===== src/rtl/core/lct_pkg.sv =====
// ----------------------------------------------------------------------------
// lct_pkg
// Shared types and constants of the lfu cache table: controller states,
// pass kinds, command and status bundles, field widths.
// ----------------------------------------------------------------------------
package lct_pkg;

    localparam int KEY_W = 32;
    localparam int VAL_W = 32;
    localparam int CNT_W = 32;
    localparam int CAP_W = 7;

    localparam logic [CAP_W-1:0] CAP_RESET  = 7'd64;
    localparam logic [VAL_W-1:0] MISS_VALUE = {VAL_W{1'b1}};
    localparam logic             FUNC_GET   = 1'b0;
    localparam logic             FUNC_PUT   = 1'b1;

    typedef enum logic [2:0] {
        ST_CLEAR,
        ST_IDLE,
        ST_SCAN,
        ST_DECIDE,
        ST_UPDATE,
        ST_DONE
    } state_t;

    typedef enum logic [1:0] {
        PASS_CLEAR,
        PASS_SCAN,
        PASS_UPDATE
    } pass_t;

    typedef struct packed {
        logic load_in;
        logic start_scan;
        logic start_update;
        logic decide;
        logic emit;
    } lct_cmd_t;

    typedef struct packed {
        logic pass_done;
        logic need_update;
        logic out_free;
    } lct_status_t;

endpackage


===== src/rtl/core/lct_ctrl.sv =====
// ----------------------------------------------------------------------------
// lct_ctrl
// Controller: sequences the clearing pass, the scan pass, the decision step,
// the update pass and the result handoff.
// ----------------------------------------------------------------------------
module lct_ctrl (
    input  logic                clk,
    input  logic                rst_n,
    input  logic                in_valid,
    output logic                in_ready,
    input  lct_pkg::lct_status_t status,
    output lct_pkg::lct_cmd_t    cmd
);
    import lct_pkg::*;

    state_t state_reg;
    state_t state_next;

    always_ff @(posedge clk or negedge rst_n)
    begin
        if (!rst_n)
        begin
            state_reg <= ST_CLEAR;
        end
        else
        begin
            state_reg <= state_next;
        end
    end

    always_comb
    begin
        state_next = state_reg;
        cmd        = '0;
        in_ready   = 1'b0;
        case (state_reg)
            ST_CLEAR:
            begin
                if (status.pass_done)
                begin
                    state_next = ST_IDLE;
                end
            end
            ST_IDLE:
            begin
                in_ready = 1'b1;
                if (in_valid)
                begin
                    cmd.load_in    = 1'b1;
                    cmd.start_scan = 1'b1;
                    state_next     = ST_SCAN;
                end
            end
            ST_SCAN:
            begin
                if (status.pass_done)
                begin
                    state_next = ST_DECIDE;
                end
            end
            ST_DECIDE:
            begin
                cmd.decide = 1'b1;
                if (status.need_update)
                begin
                    cmd.start_update = 1'b1;
                    state_next       = ST_UPDATE;
                end
                else
                begin
                    state_next = ST_DONE;
                end
            end
            ST_UPDATE:
            begin
                if (status.pass_done)
                begin
                    state_next = ST_DONE;
                end
            end
            ST_DONE:
            begin
                if (status.out_free)
                begin
                    cmd.emit   = 1'b1;
                    state_next = ST_IDLE;
                end
            end
            default:
            begin
                state_next = ST_IDLE;
            end
        endcase
    end

endmodule


===== config.mk =====
export PLATFORM = sky130hd
export DESIGN_NAME = lct_ctrl
export DESIGN_NICKNAME = d
export VERILOG_FILES = /design/src/rtl/core/lct_pkg.sv /design/src/rtl/core/lct_ctrl.sv
export SDC_FILE = /design/constraint.sdc
export NUM_CORES = 1
export LEC_CHECK = 0
export BUFFER_PORTS_ARGS = -buffer_cell sky130_fd_sc_hd__buf_2
export CAP_MARGIN = 25
export CORE_AREA = 4 4 41 43
export DETAILED_ROUTE_END_ITERATION = 12
export DIE_AREA = 0 0 45 47
export PLACE_DENSITY_LB_ADDON = 0.25
export SLEW_MARGIN = 5
export SYNTH_ARGS = -nofsm -noshare
export SYNTH_HDL_FRONTEND = slang
export SYNTH_SLANG_ARGS = --single-unit

===== constraint.sdc =====
create_clock -name clk -period 1 [get_ports clk]
set_input_delay 0.2 -clock clk [delete_from_list [all_inputs] [get_ports clk]]
set_output_delay 0.2 -clock clk [all_outputs]
set_load 0.005 [all_outputs]

# == Word-level counts from Yosys, hierarchy flattened ==
# Cells that the tools add are included.
# totals
reg_bits,3
in_bits,6
# op_classes
eq_ne,10
muxes,14
reduce_logical,2
# op_table
op,n
$pmux W3 S6,1
$mux W3,5
$ne A2 B2 Y1 const B,5
$eq A3 B2 Y1 const B,2
$eq A3 B3 Y1 const B,2
$mux W2,3
$mux W1,5
$reduce_and A5 Y1,1
$eq A3 B1 Y1 const B,1
$logic_not A3 Y1,1

# == Logic depth before layout (Yosys ltp) ==
# Gate-level depths: netlist of run 1.
# logic_depth
ltp_word,3
ltp_mapped,3
ltp_nobuf,2

# == Worst setup path before layout of run 1 ==
# No wires, ideal clock.
# synth_timing
path_kind,register to output
from,reg state_reg[1]
to,out cmd[4] in the netlist's numbering
path_stages_with_launch,4
slack_ps,-125
required_time_ps,800
n_path_buf,1
arrival_ps,925
path_cell_list,dfrtp_1 > nor3b_2 > and2_1 > buf_4
# synth_rtl
element,line_no,source
"start, declared",lct_ctrl.sv:16,state_t state_reg;
"start signal, assigned",lct_ctrl.sv:27,state_reg <= state_next;
"end, declared",lct_ctrl.sv:12,output lct_pkg::lct_cmd_t cmd

==> results of run 1 <==
layer usage:
metal | vias to the layer above | track usage | wire, um
met3 | 0 | 0.01149 | 35
li1 | 112 | - | -
met2 | 6 | 0.09887 | 309
met5 | - | 0 | 0
met1 | 106 | 0.06407 | 228
met4 | 0 | 0.08772 | 0
layout make-up:
type | count | area, um^2
clock buffer | 4 | 26.28
fill | 142 | 907.1
inverter | 1 | 3.754
multi-input combinational | 14 | 126.4
sequential | 3 | 77.57
tap | 15 | 18.77
timing repair buffer | 20 | 141.4
kinds of logic (layout without fill, tap and decap cells):
group                  Yosys count  count (layout)
buffers and inverters            2              25
AO/OA/AOI/OAI                    4               4
multiplexers                     1               1
flip-flops                       3               3
AND/OR/NAND/NOR                  9               9
power groups by stage:
| stage | sequential, mW | combinational, mW | clock, mW |
|---|---|---|---|
| floorplan | 0.238 | 0.230 | 0 |
| global placement | 0.244 | 0.410 | 0 |
| detailed placement | 0.248 | 0.411 | 0 |
| CTS | 0.235 | 0.526 | 0.226 |
| finish | 0.253 | 0.629 | 0.210 |
| global route | 0.268 | 0.689 | 0.232 |
what timing repair did:
item | CTS | global route
hold endpoints to repair | 3 | 0
pin swaps | 2 | 4
setup buffers | 3 | 1
gates resized for setup | 3 | 6
endpoints found under the setup margin | 8 | 9
hold buffers | 1 | 0
through the flow:
| step | cell area (um^2) | power [mW] |
|---|---|---|
| after CTS | 359.1 | 0.9867 |
| final | 394.1 | 1.092 |
| after global routing | 394.1 | 1.189 |
| after floorplan | 198.9 | 0.4673 |
| after detailed placement | 291.5 | 0.6590 |
| after global placement | 291.5 | 0.6537 |
Yosys cell counts:
| master | count |
|---|---|
| and2_1 | 2 |
| dfrtp_1 | 3 |
| a31o_1 | 1 |
| nand3b_1 | 1 |
| inv_1 | 1 |
| nor3b_2 | 1 |
| nand2b_1 | 1 |
| buf_4 | 1 |
| a21oi_1 | 2 |
| a211oi_1 | 1 |
| nand2_1 | 1 |
| and2b_2 | 1 |
| mux2_1 | 1 |
| and3b_1 | 1 |
| and4_1 | 1 |
critical path, delay by kind of cell (launching register included):
kind / cells / cell delay (ns)
DFF: 1 / 0.43
and+or+nand+nor: 2 / 0.37
buffers and inverters: 1 / 0.09
how the worst max path moves through the flow:
stage	slack, ns	end	start
final	-0.32	cmd[3]	state_reg[2]
after global routing	-0.41	cmd[3]	state_reg[0]
after CTS	-0.33	cmd[3]	state_reg[1]
after detailed placement	-0.1	cmd[3]	state_reg[1]
after global placement	-0.1	cmd[2]	state_reg[2]
after floorplan	-0.1	cmd[4]	state_reg[2]
==> impl_metrics.py, run 1 <==
metrics = {
    "status": {
        "outcome": "finished with violations",
        "violations": "negative setup slack",
    },
    "cells_and_area": {
        "syn_to_final_growth_pct": 104.5,
        "final_common_cell": "buf_2",
        "drive_above_1_share": 0.7143,
        "layout.cells.non_filler": 57,
        "final_util": 0.3029,
        "nets": 49,
        "most-common-layout-cells": "9 x buf_2, 7 x buf_4, 3 x clkbuf_4, 3 x buf_6",
        "largest_register_ffs": 3,
        "antenna_cells": 0,
    },
    "logic_synthesis": {
        "synth_top_family_by_area": "simple AND/OR/NAND/NOR gates",
        "synth_top_area_cell": "dfrtp_1",
        "syn_area_um2": 192.7,
        "syn_area_per_cell_um2": 10.14,
        "synth_compound_area_frac": 0.1364,
        "synth-adder-area-share": 0,
        "ys_types": 15,
        "synth-simple-area-share": 0.3571,
        "syn_nets": 25,
        "synth.area.mux_share": 0.05844,
        "yosysWarnings": 0,
        "syn_inst": 19,
        "synth_top_area_share": 0.3896,
        "ys_ff_latch": 3,
        "seq_area_frac_synth": 0.3896,
        "synth-xor-area-share": 0,
        "synth_area_leaders": "dfrtp_1 39%, and2_1 6.5%, nor3b_2 6.5%, mux2_1 5.8%, a21oi_1 5.2%",
    },
    "power_and_ir_drop": {
        "seq_power_share": 0.231,
        "p_switching_uw": 344.2,
        "power_report.internal_total_uw": 747.3,
        "switching_share": 0.3154,
        "p_leak_nw": 0.1979,
        "clock_power_share": 0.192,
        "power_density_nw_per_um2": 2769,
        "ir_drop_uv": 937.6,
        "p_comb_frac": 0.576,
    },
    "placed_design": {
        "numPortBuffers": 11,
        "dp_hpwl_um": 391.9,
        "gp_congestion": 0.7601,
        "dp_slack_ns": -0.09612,
        "place_inst": 48,
    },
    "detailed_routing": {
        "ant_nets": 0,
        "drt_pre_antenna_iters": 1,
        "wl_per_cell_um": 10.05,
        "viasPerCell": 3.930,
        "drc_errors": 0,
        "wl_um": 573,
        "via_count": 224,
        "drt_iter0_drc": 0,
    },
    "global_route": {
        "antenna_found_initial": 0,
        "grt_overflow_total": 0,
        "grt_first_pass_wirelength_um": 897,
        "grt_use_total": 0.06413,
        "grt_pass1_vias": 225,
        "grt_start_max_net_pins": 6,
    },
    "sta": {
        "maxSlewHeadroom": 0.8201,
        "slew_viol_final": 0,
        "worst_pin_slew_ns": 0.2682,
        "skew_ns": 0.0006858,
        "post-route-period-util": 1.322,
        "fmax_mhz": 756.4,
        "rsz0062_at_grt": "yes",
        "tns_ns": -1.978,
        "hold_slack_ns": 0.2456,
        "setup_viol": 9,
        "hold_viol": 0,
        "min_period_ns": 1.322,
        "layout_setup_ws_ns": -0.3220,
    },
    "clocking": {
        "clk_latency_ns": 0.23,
        "clk_path_buf_depth": 2,
        "cts_tree": "built",
        "clock_sinks": 3,
        "cts.htree.levels": 1,
        "clockRootBuffer": "clkbuf_4",
        "path_clk_slew_ns": 0.04,
        "cts_buffers": 3,
    },
    "job": {
        "maxCapViolCount": 0,
    },
    "setup_path": {
        "rr_endpoint": "state_reg[0]",
        "reg2reg_from": "state_reg[1]",
        "arrival_ns": 1.12,
        "slowest_delay_ns": 0.43,
        "startpoint_type": "flop",
        "path_class": "flop to output port",
        "path_cells": "nor3b_4 -> and2_4 -> buf_6",
        "reg2reg_depth": 4,
        "slowest_stage": "dfrtp_2",
        "cp-end-kind": "output port",
        "cp_data_required_time_ns": 0.80,
        "cp_max_fo": 4,
        "reg2reg_slack_ns": -0.17,
    },
    "hold_path": {
        "holdPathStages": 3,
        "hold_class": "input port to flop",
        "min_to": "state_reg[0]",
        "worstHoldStart": "status[2]",
    },
    "die": {
        "dieArea_um2": 2115,
        "start_util": 0.1481,
        "pin_count": 12,
        "core_um2": 1301,
        "fp-row-count": 13,
        "die_y_um": 47,
        "chipWidth_um": 45,
    },
}
(Power assumes the default switching activity.)
==> run 2: changes to the inputs <==
MAX_ROUTING_LAYER = met4   (was not set)
==> run 2 against run 1 <==
Effect of this change: via count is 0.45% higher; non-clock buffer count is the same; maximum frequency barely moved; worst hold slack barely moved; utilization stayed put; critical path depth did not move; critical path type unchanged; register-to-register slack is essentially flat; worst setup slack about the same; cell area stayed put; combinational power about the same; the run still ends with negative setup slack left; flip-flop and latch count did not move; sequential power about the same.
==> impl_metrics.py, run 2 (synthesized netlist as in run 1, its figures left out) <==
metrics = {
    "placed_design": {
        "gp_congestion": 0.7701,
        "dp_slack_ns": -0.09612,
        "numPortBuffers": 11,
        "dp_hpwl_um": 391.9,
        "place_area_um2": 291.5,
    },
    "cells_and_area": {
        "largest_register_ffs": 3,
        "drive_above_1_share": 0.7143,
        "nets": 49,
        "most-common-layout-cells": "9 x buf_2, 7 x buf_4, 3 x clkbuf_4, 3 x buf_6",
        "syn_to_final_growth_pct": 104.5,
        "n_fill_cell": 142,
        "antenna_cells": 0,
        "final_common_cell": "buf_2",
        "postLayoutCellArea_um2": 394.1,
    },
    "sta": {
        "slew_viol_final": 0,
        "post-route-period-util": 1.322,
        "worst_pin_slew_ns": 0.2686,
        "rsz0062_at_grt": "yes",
        "min_period_ns": 1.322,
        "setup_viol": 9,
        "hold_viol": 0,
        "layout_setup_ws_ns": -0.3221,
        "maxSlewHeadroom": 0.8199,
        "skew_ns": 0.0005659,
        "hold_slack_ns": 0.2457,
        "fmax_mhz": 756.4,
        "tns_ns": -1.980,
    },
    "setup_path": {
        "slowest_stage": "dfrtp_2",
        "startpoint_type": "flop",
        "path_class": "flop to output port",
        "arrival_ns": 1.12,
        "reg2reg_depth": 4,
        "cp-end-kind": "output port",
        "cp_data_required_time_ns": 0.80,
        "slowest_delay_ns": 0.43,
        "cp_max_fo": 4,
        "path_cells": "nor3b_4 -> and2_4 -> buf_6",
    },
    "power_and_ir_drop": {
        "clock_power_share": 0.192,
        "power_report.internal_total_uw": 747.3,
        "p_switching_uw": 344.4,
        "power_mw": 1.092,
        "ir_drop_uv": 937.9,
        "power_density_nw_per_um2": 2770,
        "seq_power_share": 0.231,
        "p_comb_frac": 0.576,
        "p_leak_nw": 0.1979,
        "switching_share": 0.3155,
    },
    "detailed_routing": {
        "wl_um": 574,
        "viasPerCell": 3.947,
        "drc_errors": 0,
        "drt_pre_antenna_iters": 2,
        "via_count": 225,
        "drt_iter0_drc": 1,
        "wl_per_cell_um": 10.07,
        "ant_nets": 0,
    },
    "global_route": {
        "grt_pass1_vias": 224,
        "use_met3": 0.01149,
        "grt.busiest_layer": "met2",
        "use_met2": 0.09887,
        "grt_start_max_net_pins": 6,
        "grt_use_total": 0.06623,
        "grt_first_pass_wirelength_um": 897,
        "use_met1": 0.06407,
        "antenna_found_initial": 0,
        "grt_overflow_total": 0,
    },
    "hold_path": {
        "hold_class": "input port to flop",
        "holdPathStages": 3,
    },
    "clocking": {
        "cts_tree": "built",
        "path_clk_slew_ns": 0.04,
        "clockRootBuffer": "clkbuf_4",
        "clk_path_buf_depth": 2,
        "clock_sinks": 3,
        "cts.htree.levels": 1,
        "cts_buffers": 3,
        "clk_latency_ns": 0.23,
    },
    "die": {
        "start_util": 0.1481,
        "fp-row-count": 13,
        "core_um2": 1301,
        "chipWidth_um": 45,
        "die_y_um": 47,
        "dieArea_um2": 2115,
        "pin_count": 12,
    },
    "status": {
        "outcome": "finished with violations",
        "violations": "negative setup slack",
    },
    "job": {
        "maxCapViolCount": 0,
    },
}
## run 2: cell counts in the layout (fill, tap and decap cells not counted)
Identical to the previous run, type by type.
## run 2: power by group through the flow
stage	clock, mW	sequential [mW]	combinational [mW]
6_report	0.210	0.253	0.629
5_1_grt	0.232	0.268	0.689
4_1_cts	0.226	0.235	0.526
3_5_place_dp	0	0.248	0.411
3_3_place_gp	0	0.244	0.410
2_1_floorplan	0	0.238	0.230
## run 2: cell type report
class                      instances  area [um^2]  area share
clock buffer                       4        26.28     0.06667
inverter                           1        3.754    0.009524
multi-input combinational         14        126.4      0.3206
sequential                         3        77.57      0.1968
tap                               15        18.77     0.04762
timing repair buffer              20        141.4      0.3587
## run 2: worst paths after layout
path	from	endpoint	slack (ns)
max	state_reg[2]	cmd[3]	-0.32
min	status[2]	state_reg[0]	0.25
max reg2reg	state_reg[1]	state_reg[0]	-0.17
min reg2reg	state_reg[0]	state_reg[0]	0.64
max in group asynchronous	rst_n	state_reg[2]	0.60
min in group asynchronous	rst_n	state_reg[0]	0.29
## run 2: worst max-delay path: cells and delay by family, from the launching register on
kind | cells | cell delay (ns)
buffers and inverters | 1 | 0.09
and+or+nand+nor | 2 | 0.37
DFF | 1 | 0.43
## run 2: what timing repair did
action,in CTS,in global routing
hold buffers,1,0
gates resized for setup,3,6
buffers inserted,3,1
endpoints found under the setup margin,8,9
pin swaps,2,4
hold endpoints to repair,3,0
## run 2: through the flow
stage,std cells,utilization
detailed placement,48,0.2240
global placement,48,0.2240
finish,57,0.3029
CTS,56,0.2760
global route,57,0.3029
floorplan,19,-
## run 2: per-layer routing
layer  up-vias  part of all wire
li1        112                 -
met1       107              0.41
met2         6              0.54
met3         0             0.054
met4         0                 0
met5         -                 0
